==> config.mk <==
export PLATFORM = sky130hd
export DESIGN_NAME = joint_feedback_table_core
export DESIGN_NICKNAME = d
export VERILOG_FILES = /design/src/rtl/jft_pkg.sv /design/src/rtl/jft_alu.sv /design/src/rtl/jft_store.sv /design/src/rtl/jft_ctrl.sv /design/src/rtl/joint_feedback_table_core.sv
export VERILOG_INCLUDE_DIRS = /design/src /design/src/rtl
export SDC_FILE = /design/constraint.sdc
export NUM_CORES = 2
export LEC_CHECK = 0
export ABC_AREA = 1
export BUFFER_PORTS_ARGS = -buffer_cell sky130_fd_sc_hd__buf_4
export CORE_MARGIN = 2
export CORE_UTILIZATION = 40
export DETAILED_ROUTE_END_ITERATION = 7
export SYNTH_ARGS = -nofsm -noshare
export SYNTH_HDL_FRONTEND = slang
export SYNTH_SLANG_ARGS = --single-unit
==> constraint.sdc <==
create_clock -name i_clk -period 18.7 [get_ports i_clk]
set_input_delay 1.87 -clock i_clk [delete_from_list [all_inputs] [get_ports i_clk]]
set_output_delay 1.87 -clock i_clk [all_outputs]
set_load 0.005 [all_outputs]
==> src/rtl/joint_feedback_table_core_assert.svh <==
// assertion macros shared by the joint feedback table rtl
// no dependencies; include by bare file name
`ifndef JOINT_FEEDBACK_TABLE_CORE_ASSERT_SVH
`define JOINT_FEEDBACK_TABLE_CORE_ASSERT_SVH

// same-cycle implication, disabled during reset
`define JFT_ASSERT_IMP(lbl, clk, rst_n, ante, cons) \
    lbl: assert property (@(posedge clk) disable iff (!(rst_n)) (ante) |-> (cons)) \
        else $error("joint feedback table assertion failed");

// next-cycle implication, disabled during reset
`define JFT_ASSERT_NXT(lbl, clk, rst_n, ante, cons) \
    lbl: assert property (@(posedge clk) disable iff (!(rst_n)) (ante) |=> (cons)) \
        else $error("joint feedback table assertion failed");

`endif

==> src/rtl/jft_pkg.sv <==
// types, codes and field helpers for the joint feedback table
// used by every rtl module of the block; no dependencies
package jft_pkg;

    localparam int JOINT_COUNT = 7;
    localparam int JIDX_W      = (JOINT_COUNT > 1) ? $clog2(JOINT_COUNT) : 1;
    localparam logic [JIDX_W-1:0] LAST_JOINT = JIDX_W'(JOINT_COUNT - 1);

    typedef enum logic [2:0] {
        ST_OK             = 3'd0,
        ST_NON_FINITE     = 3'd1,
        ST_UNKNOWN_BUS    = 3'd2,
        ST_MOTOR_MISMATCH = 3'd3,
        ST_STALE          = 3'd4
    } t_status;

    typedef enum logic [1:0] {
        CFG_BUS_IDS_LOW  = 2'd0,
        CFG_BUS_IDS_HIGH = 2'd1,
        CFG_MOTOR_IDS    = 2'd2,
        CFG_STALE_LIMIT  = 2'd3
    } t_cfg_reg;

    localparam logic OP_UPDATE   = 1'b0;
    localparam logic OP_SNAPSHOT = 1'b1;

    typedef struct packed {
        logic [43:0] bus_ids_low;
        logic [32:0] bus_ids_high;
        logic [55:0] motor_ids;
        logic [31:0] stale_limit_us;
    } t_cfg;

    typedef struct packed {
        logic [63:0] time_us;
        logic [31:0] position;
        logic [31:0] velocity;
        logic [31:0] torque;
        logic [31:0] driver_temp;
        logic [31:0] rotor_temp;
    } t_entry;

    typedef struct packed {
        logic              we;
        logic [JIDX_W-1:0] idx;
        t_entry            entry;
    } t_store_req;

    typedef struct packed {
        logic   valid;
        t_entry entry;
    } t_store_rsp;

    typedef struct packed {
        logic zero;
        logic borrow;
    } t_alu_flags;

    function automatic logic non_finite(input logic [31:0] v);
        return &v[30:23];
    endfunction

    function automatic logic [10:0] joint_bus(input t_cfg cfg, input logic [2:0] j);
        logic [10:0] id;
        case (j)
            3'd0:    id = cfg.bus_ids_low[10:0];
            3'd1:    id = cfg.bus_ids_low[21:11];
            3'd2:    id = cfg.bus_ids_low[32:22];
            3'd3:    id = cfg.bus_ids_low[43:33];
            3'd4:    id = cfg.bus_ids_high[10:0];
            3'd5:    id = cfg.bus_ids_high[21:11];
            3'd6:    id = cfg.bus_ids_high[32:22];
            default: id = '0;
        endcase
        return id;
    endfunction

    function automatic logic [7:0] joint_motor(input logic [55:0] m, input logic [2:0] j);
        logic [7:0] id;
        case (j)
            3'd0:    id = m[7:0];
            3'd1:    id = m[15:8];
            3'd2:    id = m[23:16];
            3'd3:    id = m[31:24];
            3'd4:    id = m[39:32];
            3'd5:    id = m[47:40];
            3'd6:    id = m[55:48];
            default: id = '0;
        endcase
        return id;
    endfunction

endpackage

==> src/rtl/jft_alu.sv <==
// shared 64-bit subtract unit with zero and borrow flags
// depends on jft_pkg
module jft_alu import jft_pkg::*; (
    input  logic [63:0] i_a,
    input  logic [63:0] i_b,
    output logic [63:0] o_diff,
    output t_alu_flags  o_flags
);

    logic [64:0] w_diff;

    assign w_diff         = {1'b0, i_a} - {1'b0, i_b};
    assign o_diff         = w_diff[63:0];
    assign o_flags.borrow = w_diff[64];
    assign o_flags.zero   = (w_diff[63:0] == 64'd0);

endmodule

==> src/rtl/jft_store.sv <==
// per-joint sample entries with valid flags; invalid entries read as zero
// depends on jft_pkg
module jft_store import jft_pkg::*; (
    input  logic       i_clk,
    input  logic       i_rst_n,
    input  t_store_req i_req,
    output t_store_rsp o_rsp
);

    t_entry                 r_entry [JOINT_COUNT];
    logic [JOINT_COUNT-1:0] r_valid;

    always_ff @(posedge i_clk) begin
        if (!i_rst_n) begin
            r_valid <= '0;
        end else if (i_req.we) begin
            r_valid[i_req.idx] <= 1'b1;
        end
    end

    always_ff @(posedge i_clk) begin
        if (i_req.we) begin
            r_entry[i_req.idx] <= i_req.entry;
        end
    end

    assign o_rsp.valid = r_valid[i_req.idx];
    assign o_rsp.entry = r_valid[i_req.idx] ? r_entry[i_req.idx] : '0;

endmodule

==> src/rtl/jft_ctrl.sv <==
// sequencer: request capture, joint scan, checks, commit and result register
// depends on jft_pkg; drives the shared subtract unit and the entry store
module jft_ctrl import jft_pkg::*; (
    input  logic        i_clk,
    input  logic        i_rst_n,
    input  t_cfg        i_cfg,
    input  logic        i_in_valid,
    output logic        o_in_ready,
    input  logic        i_operation,
    input  logic [10:0] i_bus_id,
    input  logic [7:0]  i_motor_id,
    input  t_entry      i_sample,
    output logic [63:0] o_alu_a,
    output logic [63:0] o_alu_b,
    input  logic [63:0] i_alu_diff,
    input  t_alu_flags  i_alu_flags,
    output t_store_req  o_store_req,
    input  t_store_rsp  i_store_rsp,
    output logic        o_out_valid,
    input  logic        i_out_ready,
    output logic [2:0]  o_status,
    output logic [2:0]  o_joint,
    output logic        o_last,
    output logic        o_fresh,
    output logic [31:0] o_generation,
    output logic        o_bus_active,
    output t_entry      o_entry
);

    typedef enum logic [7:0] {
        S_IDLE  = 8'b0000_0001,
        S_SCAN  = 8'b0000_0010,
        S_MOTOR = 8'b0000_0100,
        S_TIME  = 8'b0000_1000,
        S_LOAD  = 8'b0001_0000,
        S_SNAP  = 8'b0010_0000,
        S_AGE   = 8'b0100_0000,
        S_HOLD  = 8'b1000_0000
    } t_state;

    t_state            r_state, n_state;
    logic              r_op, n_op;
    logic [10:0]       r_bus, n_bus;
    logic [7:0]        r_motor, n_motor;
    t_entry            r_sample, n_sample;
    logic              r_bad, n_bad;
    logic              r_have, n_have;
    logic [JIDX_W-1:0] r_joint, n_joint;
    t_status           r_status, n_status;
    logic [63:0]       r_diff, n_diff;
    logic              r_nb, n_nb;
    logic [31:0]       r_gen, n_gen;
    logic              r_active, n_active;
    logic              r_out_valid, n_out_valid;
    t_status           r_out_status, n_out_status;
    logic [2:0]        r_out_joint, n_out_joint;
    logic              r_out_last, n_out_last;
    logic              r_out_fresh, n_out_fresh;
    t_entry            r_out_entry, n_out_entry;
    logic              w_bad_in;

    assign w_bad_in = non_finite(i_sample.position) | non_finite(i_sample.velocity) |
                      non_finite(i_sample.torque) | non_finite(i_sample.driver_temp) |
                      non_finite(i_sample.rotor_temp);

    // operand select for the shared unit
    always_comb begin
        case (r_state)
            S_SCAN: begin
                o_alu_a = 64'(r_bus);
                o_alu_b = 64'(joint_bus(i_cfg, 3'(r_joint)));
            end
            S_MOTOR: begin
                o_alu_a = 64'(r_motor);
                o_alu_b = 64'(joint_motor(i_cfg.motor_ids, 3'(r_joint)));
            end
            S_TIME, S_SNAP: begin
                o_alu_a = r_sample.time_us;
                o_alu_b = i_store_rsp.entry.time_us;
            end
            S_AGE: begin
                o_alu_a = 64'(i_cfg.stale_limit_us);
                o_alu_b = r_diff;
            end
            default: begin
                o_alu_a = '0;
                o_alu_b = '0;
            end
        endcase
    end

    always_comb begin
        n_state      = r_state;
        n_op         = r_op;
        n_bus        = r_bus;
        n_motor      = r_motor;
        n_sample     = r_sample;
        n_bad        = r_bad;
        n_have       = r_have;
        n_joint      = r_joint;
        n_status     = r_status;
        n_diff       = r_diff;
        n_nb         = r_nb;
        n_gen        = r_gen;
        n_active     = r_active;
        n_out_valid  = r_out_valid;
        n_out_status = r_out_status;
        n_out_joint  = r_out_joint;
        n_out_last   = r_out_last;
        n_out_fresh  = r_out_fresh;
        n_out_entry  = r_out_entry;
        o_in_ready   = 1'b0;
        o_store_req.we    = 1'b0;
        o_store_req.idx   = r_joint;
        o_store_req.entry = r_sample;
        case (r_state)
            S_IDLE: begin
                o_in_ready = 1'b1;
                if (i_in_valid) begin
                    n_op     = i_operation;
                    n_bus    = i_bus_id;
                    n_motor  = i_motor_id;
                    n_sample = i_sample;
                    n_bad    = w_bad_in;
                    n_have   = 1'b0;
                    n_joint  = '0;
                    n_state  = (i_operation == OP_SNAPSHOT) ? S_SNAP : S_SCAN;
                end
            end
            S_SCAN: begin
                if (i_alu_flags.zero) begin
                    n_have  = 1'b1;
                    n_state = S_MOTOR;
                end else if (r_joint == LAST_JOINT) begin
                    n_joint  = '0;
                    n_status = r_bad ? ST_NON_FINITE : ST_UNKNOWN_BUS;
                    n_state  = S_LOAD;
                end else begin
                    n_joint = r_joint + JIDX_W'(1);
                end
            end
            S_MOTOR: begin
                if (!i_alu_flags.zero) begin
                    n_status = r_bad ? ST_NON_FINITE : ST_MOTOR_MISMATCH;
                    n_state  = S_LOAD;
                end else begin
                    n_state = S_TIME;
                end
            end
            S_TIME: begin
                if (r_bad) begin
                    n_status = ST_NON_FINITE;
                end else if (i_store_rsp.valid && (i_alu_flags.borrow || i_alu_flags.zero)) begin
                    n_status = ST_STALE;
                end else begin
                    n_status       = ST_OK;
                    o_store_req.we = 1'b1;
                    n_gen          = r_gen + 32'd1;
                    n_active       = 1'b1;
                end
                n_state = S_LOAD;
            end
            S_LOAD: begin
                n_out_status = r_status;
                n_out_joint  = r_have ? 3'(r_joint) : 3'd0;
                n_out_last   = 1'b1;
                n_out_fresh  = 1'b0;
                n_out_entry  = r_have ? i_store_rsp.entry : '0;
                n_out_valid  = 1'b1;
                n_state      = S_HOLD;
            end
            S_SNAP: begin
                n_diff  = i_alu_diff;
                n_nb    = !i_alu_flags.borrow;
                n_state = S_AGE;
            end
            S_AGE: begin
                n_out_status = ST_OK;
                n_out_joint  = 3'(r_joint);
                n_out_last   = (r_joint == LAST_JOINT);
                n_out_fresh  = i_store_rsp.valid && r_nb && !i_alu_flags.borrow;
                n_out_entry  = i_store_rsp.entry;
                n_out_valid  = 1'b1;
                n_state      = S_HOLD;
            end
            S_HOLD: begin
                if (i_out_ready) begin
                    n_out_valid = 1'b0;
                    if (r_op == OP_SNAPSHOT && !r_out_last) begin
                        n_joint = r_joint + JIDX_W'(1);
                        n_state = S_SNAP;
                    end else begin
                        n_state = S_IDLE;
                    end
                end
            end
            default: begin
                n_state = S_IDLE;
            end
        endcase
    end

    always_ff @(posedge i_clk) begin
        if (!i_rst_n) begin
            r_state     <= S_IDLE;
            r_gen       <= '0;
            r_active    <= 1'b0;
            r_out_valid <= 1'b0;
        end else begin
            r_state     <= n_state;
            r_gen       <= n_gen;
            r_active    <= n_active;
            r_out_valid <= n_out_valid;
        end
    end

    always_ff @(posedge i_clk) begin
        r_op         <= n_op;
        r_bus        <= n_bus;
        r_motor      <= n_motor;
        r_sample     <= n_sample;
        r_bad        <= n_bad;
        r_have       <= n_have;
        r_joint      <= n_joint;
        r_status     <= n_status;
        r_diff       <= n_diff;
        r_nb         <= n_nb;
        r_out_status <= n_out_status;
        r_out_joint  <= n_out_joint;
        r_out_last   <= n_out_last;
        r_out_fresh  <= n_out_fresh;
        r_out_entry  <= n_out_entry;
    end

    assign o_out_valid  = r_out_valid;
    assign o_status     = r_out_status;
    assign o_joint      = r_out_joint;
    assign o_last       = r_out_last;
    assign o_fresh      = r_out_fresh;
    assign o_generation = r_gen;
    assign o_bus_active = r_active;
    assign o_entry      = r_out_entry;

endmodule

==> src/rtl/joint_feedback_table_core.sv <==
// update: joint scan for the bus id, on a match a motor check, on a motor match a time check,
// all through the shared subtract unit, then result load
// snapshot: for each joint result, elapsed time, then age against the limit,
// plus the output handshake; one request at a time, ready only while idle
// reset: synchronous active low; clears valid flags, counters and output valid, config to defaults
module joint_feedback_table_core import jft_pkg::*; (
    input  logic        i_clk,
    input  logic        i_rst_n,
    input  logic        i_cfg_we,
    input  logic [1:0]  i_cfg_index,
    input  logic [55:0] i_cfg_data,
    input  logic        i_in_valid,
    output logic        o_in_ready,
    input  logic        i_operation,
    input  logic [10:0] i_bus_id,
    input  logic [7:0]  i_motor_id,
    input  logic [63:0] i_time_us,
    input  logic [31:0] i_position,
    input  logic [31:0] i_velocity,
    input  logic [31:0] i_torque,
    input  logic [31:0] i_driver_temp,
    input  logic [31:0] i_rotor_temp,
    output logic        o_out_valid,
    input  logic        i_out_ready,
    output logic [2:0]  o_status,
    output logic [2:0]  o_joint,
    output logic        o_last,
    output logic        o_fresh,
    output logic [31:0] o_generation_out,
    output logic        o_bus_active_out,
    output logic [63:0] o_sample_time_us,
    output logic [31:0] o_position_out,
    output logic [31:0] o_velocity_out,
    output logic [31:0] o_torque_out,
    output logic [31:0] o_driver_temp_out,
    output logic [31:0] o_rotor_temp_out
);

`include "joint_feedback_table_core_assert.svh"

    t_cfg        r_cfg;
    t_entry      w_sample;
    t_entry      w_out_entry;
    logic [63:0] w_alu_a, w_alu_b, w_alu_diff;
    t_alu_flags  w_alu_flags;
    t_store_req  w_store_req;
    t_store_rsp  w_store_rsp;

    always_ff @(posedge i_clk) begin
        if (!i_rst_n) begin
            r_cfg.bus_ids_low    <= '0;
            r_cfg.bus_ids_high   <= '0;
            r_cfg.motor_ids      <= '0;
            r_cfg.stale_limit_us <= 32'd100000;
        end else if (i_cfg_we) begin
            case (i_cfg_index)
                CFG_BUS_IDS_LOW:  r_cfg.bus_ids_low    <= i_cfg_data[43:0];
                CFG_BUS_IDS_HIGH: r_cfg.bus_ids_high   <= i_cfg_data[32:0];
                CFG_MOTOR_IDS:    r_cfg.motor_ids      <= i_cfg_data[55:0];
                CFG_STALE_LIMIT:  r_cfg.stale_limit_us <= i_cfg_data[31:0];
                default: begin
                end
            endcase
        end
    end

    assign w_sample.time_us     = i_time_us;
    assign w_sample.position    = i_position;
    assign w_sample.velocity    = i_velocity;
    assign w_sample.torque      = i_torque;
    assign w_sample.driver_temp = i_driver_temp;
    assign w_sample.rotor_temp  = i_rotor_temp;

    jft_alu u_alu (
        .i_a     (w_alu_a),
        .i_b     (w_alu_b),
        .o_diff  (w_alu_diff),
        .o_flags (w_alu_flags)
    );

    jft_store u_store (
        .i_clk   (i_clk),
        .i_rst_n (i_rst_n),
        .i_req   (w_store_req),
        .o_rsp   (w_store_rsp)
    );

    jft_ctrl u_ctrl (
        .i_clk        (i_clk),
        .i_rst_n      (i_rst_n),
        .i_cfg        (r_cfg),
        .i_in_valid   (i_in_valid),
        .o_in_ready   (o_in_ready),
        .i_operation  (i_operation),
        .i_bus_id     (i_bus_id),
        .i_motor_id   (i_motor_id),
        .i_sample     (w_sample),
        .o_alu_a      (w_alu_a),
        .o_alu_b      (w_alu_b),
        .i_alu_diff   (w_alu_diff),
        .i_alu_flags  (w_alu_flags),
        .o_store_req  (w_store_req),
        .i_store_rsp  (w_store_rsp),
        .o_out_valid  (o_out_valid),
        .i_out_ready  (i_out_ready),
        .o_status     (o_status),
        .o_joint      (o_joint),
        .o_last       (o_last),
        .o_fresh      (o_fresh),
        .o_generation (o_generation_out),
        .o_bus_active (o_bus_active_out),
        .o_entry      (w_out_entry)
    );

    assign o_sample_time_us  = w_out_entry.time_us;
    assign o_position_out    = w_out_entry.position;
    assign o_velocity_out    = w_out_entry.velocity;
    assign o_torque_out      = w_out_entry.torque;
    assign o_driver_temp_out = w_out_entry.driver_temp;
    assign o_rotor_temp_out  = w_out_entry.rotor_temp;

    `JFT_ASSERT_IMP(a_no_ready_while_result, i_clk, i_rst_n, o_out_valid, !o_in_ready)
    `JFT_ASSERT_NXT(a_busy_after_request, i_clk, i_rst_n, i_in_valid && o_in_ready, !o_in_ready)
    `JFT_ASSERT_IMP(a_fresh_needs_active, i_clk, i_rst_n, o_out_valid && o_fresh,
        o_bus_active_out && o_status == ST_OK)
    `JFT_ASSERT_IMP(a_unknown_bus_zero, i_clk, i_rst_n, o_out_valid && o_status == ST_UNKNOWN_BUS,
        o_joint == 3'd0 && o_sample_time_us == 64'd0 && o_last)

endmodule

* Word-level counts from Yosys, hierarchy flattened
Memory sizes are Yosys's and may differ from the RTL's. A register that Yosys moved wholly into a read port is not among the register bits.
Index checks and enable logic that the tools add are counted.
** Storage, ports and cells
- Bits in writable memories :: 1568
- Word-level logic and storage cells :: 156
- Register bits :: 763
- Memories kept :: 1
- Input bits :: 307
- Output and inout port bits :: 267
** Cells by class
- Bitwise logic cells :: 7
- Reductions and logical operators :: 34
- Mux-type cells :: 50
- Equal/unequal tests :: 25
- $lt $le $gt $ge :: 2
- $add $sub $neg :: 3
** Memory list
- u_store.r_entry :: words 7, width 224, rd ports 1, clocked after Yosys merged registers in 1, wr ports 1, RTL line jft_store.sv:10 : t_entry r_entry [JOINT_COUNT];
** Operators with widths (number)
- one-hot mux 64 bit (4 select lines) :: 2
- two-way mux 224 bit :: 2
- one-hot mux 224 bit (2 select lines) :: 1
- one-hot mux 8 bit (7 select lines) :: 2
- one-hot mux 11 bit (7 select lines) :: 1
- subtractor 64 x 64 -> 65 bit :: 1
- zero test 64 bit :: 1
- AND reduction 8 bit :: 5
- two-way mux 3 bit :: 12
- adder 32 x 1 -> 32 bit, second input constant :: 1
- two-way mux 8 bit :: 4
- one-hot mux 3 bit (3 select lines) :: 2
- two-way mux 6 bit :: 2
- one-hot mux 3 bit (2 select lines) :: 2
- AND reduction 2 bit :: 6
- two-way mux 1 bit :: 11
- equality test 3 bit, second input constant :: 3
- AND reduction 3 bit :: 3
- equality test 8 x 1 -> 1 bit, second input constant :: 1
- equality test 8 x 2 -> 1 bit, second input constant :: 1
- equality test 8 x 3 -> 1 bit, second input constant :: 1
- equality test 8 x 4 -> 1 bit, second input constant :: 1
- equality test 8 x 5 -> 1 bit, second input constant :: 1
- equality test 8 x 6 -> 1 bit, second input constant :: 1
- other kinds (30) :: 54

* Longest topological paths before layout
- Word-level depth :: 13
- Depth in mapped cells :: 37
- Gate-level depth less buffers :: 35

* Hierarchy
From an unflattened synthesis, not the netlist that was laid out.
** Unflattened totals
- Cells, all modules :: 10223
- Area, all modules :: 101063.2 µm²
** Modules (own cells, without submodules)
- jft_store :: seq. area each 47225.3 µm², times used 1, area an instance 64081.5 µm², cells each 5709
- jft_ctrl :: seq. area each 17326.6 µm², times used 1, area an instance 23597.6 µm², cells each 2040
- joint_feedback_table_core :: seq. area each 3303.2 µm², times used 1, area an instance 6786.5 µm², cells each 1047
- jft_alu :: seq. area each 0.0 µm², times used 1, area an instance 6597.6 µm², cells each 1427

* Least setup slack after synthesis
No wires, ideal clock.
- Path kind :: reg-to-reg
- Start :: reg u_ctrl.r_state[2]
- End :: reg u_ctrl.r_state[0]
- Arrival time :: 19017 ps
- Slack :: -451 ps
- Data required time :: 18566 ps
- Setup time :: 134 ps
- Stages on the path, launching flop included :: 11
- Clock period less this slack :: 19151 ps
- Buffers on the path :: 0
- Cell sequence :: dfxtp_1 > nor2_1 > inv_1 > nor2_1 > inv_1 > o21ai_0 > inv_1 > nand3_1 > o31ai_1 > nand3_1 > nand3_1
** Between the ends
- Word-level cells in the longest chain between the ends :: 7
- Elaborated cells on any way between the ends :: 20
- Classes of those cells :: add/sub: 1; eq/ne: 11; mux: 4; reduce/logical: 4
** RTL lines
- start, declared :: RTL line jft_ctrl.sv:41 : t_state r_state, n_state;
- start signal, assigned :: RTL line jft_ctrl.sv:210 : r_state <= n_state;
- equality test 8 x 4 -> 1 bit / equality test 8 x 6 -> 1 bit (equally long branches) :: RTL line jft_ctrl.sv:68, jft_ctrl.sv:116
- OR reduction 2 bit :: RTL line jft_ctrl.sv:68 : case (r_state)
- one-hot mux 64 bit (4 select lines) :: RTL line jft_ctrl.sv:68
- subtractor 64 x 64 -> 65 bit :: RTL line jft_alu.sv:12 : assign w_diff = {1'b0, i_a} - {1'b0, i_b};
- zero test 64 bit :: RTL line jft_alu.sv:15 : assign o_flags.zero = (w_diff[63:0] == 64'd0);
- two-way mux 8 bit / inequality test 3 x 1 -> 1 bit (equally long branches)
- one-hot mux 8 bit (7 select lines) / AND reduction 3 bit (equally long branches)
Parallel ways exist; a longest one is shown, timed or not.
A chain may end at the register's enable or synchronous reset.

* Worst setup path in the final report
- Start :: reg u_ctrl.r_joint[0]
- End :: mem u_store.r_entry[1][50] in the netlist's numbering, enable pin
** Between the ends
- Word-level cells in the longest chain between the ends :: 13
- Elaborated cells on any way between the ends :: 22
- Classes of those cells :: add/sub: 1; eq/ne: 6; mux: 11; reduce/logical: 4
** RTL lines
- start, declared :: RTL line jft_ctrl.sv:48 : logic [JIDX_W-1:0] r_joint, n_joint;
- start signal, assigned :: RTL line jft_ctrl.sv:224 : r_joint <= n_joint;
- binary-select mux 1 bit (select 3 bit) :: RTL line jft_store.sv:27, jft_store.sv:28
- two-way mux 1 bit (implied by the code) :: RTL line jft_store.sv:27, jft_store.sv:28
- two-way mux 224 bit :: RTL line jft_store.sv:28 : assign o_rsp.entry = r_valid[i_req.idx] ? r_entry[i_req.idx] : '0;
- one-hot mux 64 bit (4 select lines) :: RTL line jft_ctrl.sv:68
- subtractor 64 x 64 -> 65 bit :: RTL line jft_alu.sv:12
- zero test 64 bit :: RTL line jft_alu.sv:15
- logical OR 1 bit :: RTL line jft_ctrl.sv:153 : end else if (i_store_rsp.valid && (i_alu_flags.borrow || i_alu_flags.zero)) begin
- logical AND 1 bit :: RTL line jft_ctrl.sv:153
- two-way mux 1 bit :: RTL line jft_ctrl.sv:153
- two-way mux 1 bit :: RTL line jft_ctrl.sv:151 : if (r_bad) begin
- two-way mux 1 bit :: RTL line jft_ctrl.sv:116 : case (r_state)
- two-way mux 1 bit :: RTL line jft_store.sv:22 : if (i_req.we) begin
- two-way mux 1 bit (implied by the code) :: RTL line jft_store.sv:23 : r_entry[i_req.idx] <= i_req.entry;
- end, declared :: RTL line jft_store.sv:10
Parallel ways exist; a longest one is shown, timed or not. The select of a mux whose other input is x is not followed.

==> flow_summary.json <==
{
  "detail_route.iter0.violations": 7243,
  "multi_input_area_mm2": 0.0241,
  "ff_latch_area_mm2": 0.0679,
  "grt_pass1_wl_mm": 424,
  "drc": 0,
  "crit_fanout": 82,
  "vias": 66800,
  "period_minus_slack_ps": 9790,
  "synthArstFlopShare_pct": 0,
  "cts_hold_buf": 0,
  "crit_slowest_cell": "buf_4",
  "gp_congestion": 0.949,
  "ctsResizeCount": 0,
  "fp.dieW_um": 495,
  "ys_seq_area_share_pct": 70.5,
  "drive_gt1_share_pct": 12.4,
  "rr_endpoint": "u_store.r_entry[1][50]",
  "powerDensity_mw_per_mm2": 130,
  "start_util_pct": 40.1,
  "slew_headroom_pct": 15.6,
  "r2r_start": "u_ctrl.r_joint[0]",
  "max_clock_freq_mhz": 102,
  "period_share_pct": 52.4,
  "required_ps": 19180,
  "clock-sinks": 2334,
  "die_area_mm2": 0.245,
  "slowest_delay_ps": 880,
  "rsz0062_at_grt": "no",
  "worstSetupPathType": "reg -> reg",
  "synth.net_count": 8875,
  "r2r_cells": 34,
  "layout.nets": 9291,
  "postLayoutCoreUtil_pct": 46.5,
  "clk_pin_slew_ps": 60,
  "drv_cap": 0,
  "tightestPinTransition_ps": 1230,
  "ys.warnings.count": 0,
  "grt_max_degree": 241,
  "synth_flop_cell": "edfxtp_1",
  "hold_start": "r_cfg[78]",
  "crit_family": "buffers and inverters",
  "mostFrequentLayoutCells": "edfxtp_1, nand2_1, a21oi_1",
  "cts_setup_buffers": 0,
  "synth_area_mm2": 0.0963,
  "avgSynthCellArea_um2": 11.3,
  "crit_buf_inv": 6,
  "outcome": "complete, no violations",
  "ctsHtreeMaxLevel": 4,
  "finalHoldViolations": 0,
  "holdPathStages": 2,
  "ys_seq_elements": 2334,
  "drt-total-wl_mm": 293,
  "crit_path_frequent_cell": "nand2_1",
  "area_growth_pct": 15.8,
  "ant_nets": 0,
  "setup_viol_count_final": 0,
  "finClkSkew_ps": 101,
  "synth_edf_count": 2117,
  "layout_commonest_cell": "edfxtp_1",
  "cts_tree": "yes",
  "detail_route.first_pass.iterations": 6,
  "hold_class": "reg -> reg",
  "p_leak_nw": 39.8,
  "ioPinCount": 574,
  "cts_buffer_depth": 3,
  "critPathArrivalTime_ps": 10270,
  "slew_viol_final": 0,
  "dpl.hpwl_mm": 185,
  "r2r_slack_ps": 8910,
  "min_to": "r_cfg[78]",
  "grt_pass1_vias": 62900,
  "port_buffers": 573,
  "vias_per_cell": 5.43,
  "yosysUniqueCellTypes": 51,
  "core_area_mm2": 0.240,
  "clkLatencyLatePin_ps": 910,
  "synth_cells": 8497,
  "avgRoutedWirePerCell_um": 23.8,
  "peakVddDrop_uv": 94.0,
  "setup_tns_ps": 0,
  "cp-start-kind": "flop",
  "gr-total-overflow": 0,
  "numCtsBuffers": 238,
  "rows": 180,
  "gr-usage-all-layers_pct": 23.3,
  "antenna_found_initial": 12,
  "cp-end-kind": "flop",
  "n_fill_cell": 21700,
  "clock-root-buffer": "clkbuf_16",
  "die_h_um": 495
}
sequential cells by signal (all words and copies together), names as in the netlist, 7 cells and up, named ones only:
name,count
u_ctrl.r_bus,11
u_ctrl.r_diff,64
u_ctrl.r_motor,8
u_ctrl.r_state,8
u_ctrl.o_store_req,224
u_ctrl.o_entry,224
r_cfg,165
u_store.r_valid,7
u_store.r_entry,1568
u_ctrl.o_generation,32
cell families (layout without fill, tap and decap cells):
kind of cell	Yosys count	in the layout	synth area share (%)
AO/OA/AOI/OAI	2054	2054	11.7
XOR/XNOR	44	44	0.400
adder cells (fa/ha/maj)	71	71	0.930
buffers and inverters	1145	1772	4.51
flip-flops	2334	2334	70.5
multiplexers	26	26	0.270
other	0	3	0
AND/OR/NAND/NOR	2823	2823	11.7
Yosys cell counts, types with 7 or more instances:
cell type  instances  area [um^2]
edfxtp_1        2117        63600
nand2_1         1784         6700
a21oi_1          834         4170
o21ai_0          823         4120
nor2_1           723         2710
inv_1            643         2410
clkbuf_1         417         1570
dfxtp_1          217         4340
o22ai_1          211         1320
nand3_1          119          596
ha_1              70          876
nand4_1           46          288
buf_1             44          165
nor3_1            41          205
nand2_2           38          238
a32oi_1           33          289
a32o_1            31          310
o211ai_1          31          233
a21oi_2           29          254
mux2i_1           26          260
xor2_1            25          219
nand3b_1          22          165
nor2_2            19          119
xnor2_1           19          166
a221oi_1          18          158
inv_2             18         67.6
nor4_1            13         81.3
clkinv_1          11         41.3
o221ai_1          11         96.3
buf_2              9         45.0
a211oi_1           8         60.1
a22o_1             7         61.3
per-stage QoR:
step | cells | instance area (um^2) | power [W] | hold WS, ps | setup WS [ps]
floorplan | 8497 | 96300 | 0.00854 | 421 | 3170
global placement | 11900 | 104000 | 0.00980 | 432 | 8840
detailed placement | 11900 | 104000 | 0.00981 | 439 | 8810
CTS | 12300 | 111000 | 0.0146 | 449 | 8790
global route | 12300 | 111000 | 0.0152 | 466 | 8240
finish | 12300 | 111000 | 0.0145 | 449 | 8910
power breakdown:
part / total [W] / internal, W / switching, W / leakage, nW
combinational: 0.00346 / 0.000916 / 0.00254 / 15.3
clock: 0.00480 / 0.00273 / 0.00207 / 3.83
sequential: 0.00626 / 0.00600 / 0.000257 / 20.7
total: 0.0145 / 0.00965 / 0.00487 / 39.8
layout make-up:
cell class	count	share of cell area, %
sequential	2334	60.9
multi-input combinational	5018	21.6
clock buffer	304	5.63
timing repair buffer	649	4.43
tap	3185	3.57
inverter	672	2.34
clock inverter	147	1.49
antenna	3	0.00673
worst min-delay path: cells and delay by family, from the launching register on:
family	cells	cell delay [ps]
AO/OA/AOI/OAI	1	50
buffers and inverters	1	50
flip-flops	1	310
routing by layer:
metal	vias up	global-route usage (%)	wire, um
li1	30600	-	-
met1	33100	33.7	129000
met2	2803	36.3	134000
met3	365	3.54	22700
met4	2	6.50	7960
met5	-	0	13
worst max-delay path by stage:
stage,slack (ps),cells after the start,to,from
2_1_floorplan,3170,35,u_store.r_entry[0][0],u_ctrl.r_state[2]
3_3_place_gp,8840,25,u_store.r_entry[1][50],flop
3_5_place_dp,8810,34,u_store.r_entry[1][8],u_ctrl.r_joint[0]
4_1_cts,8790,34,u_store.r_entry[1][49],u_ctrl.r_joint[0]
5_1_grt,8240,28,u_store.r_entry[1][50],flop
6_report,8910,34,u_store.r_entry[1][50],u_ctrl.r_joint[0]
Note: power is estimated with default switching activity, not from simulation.
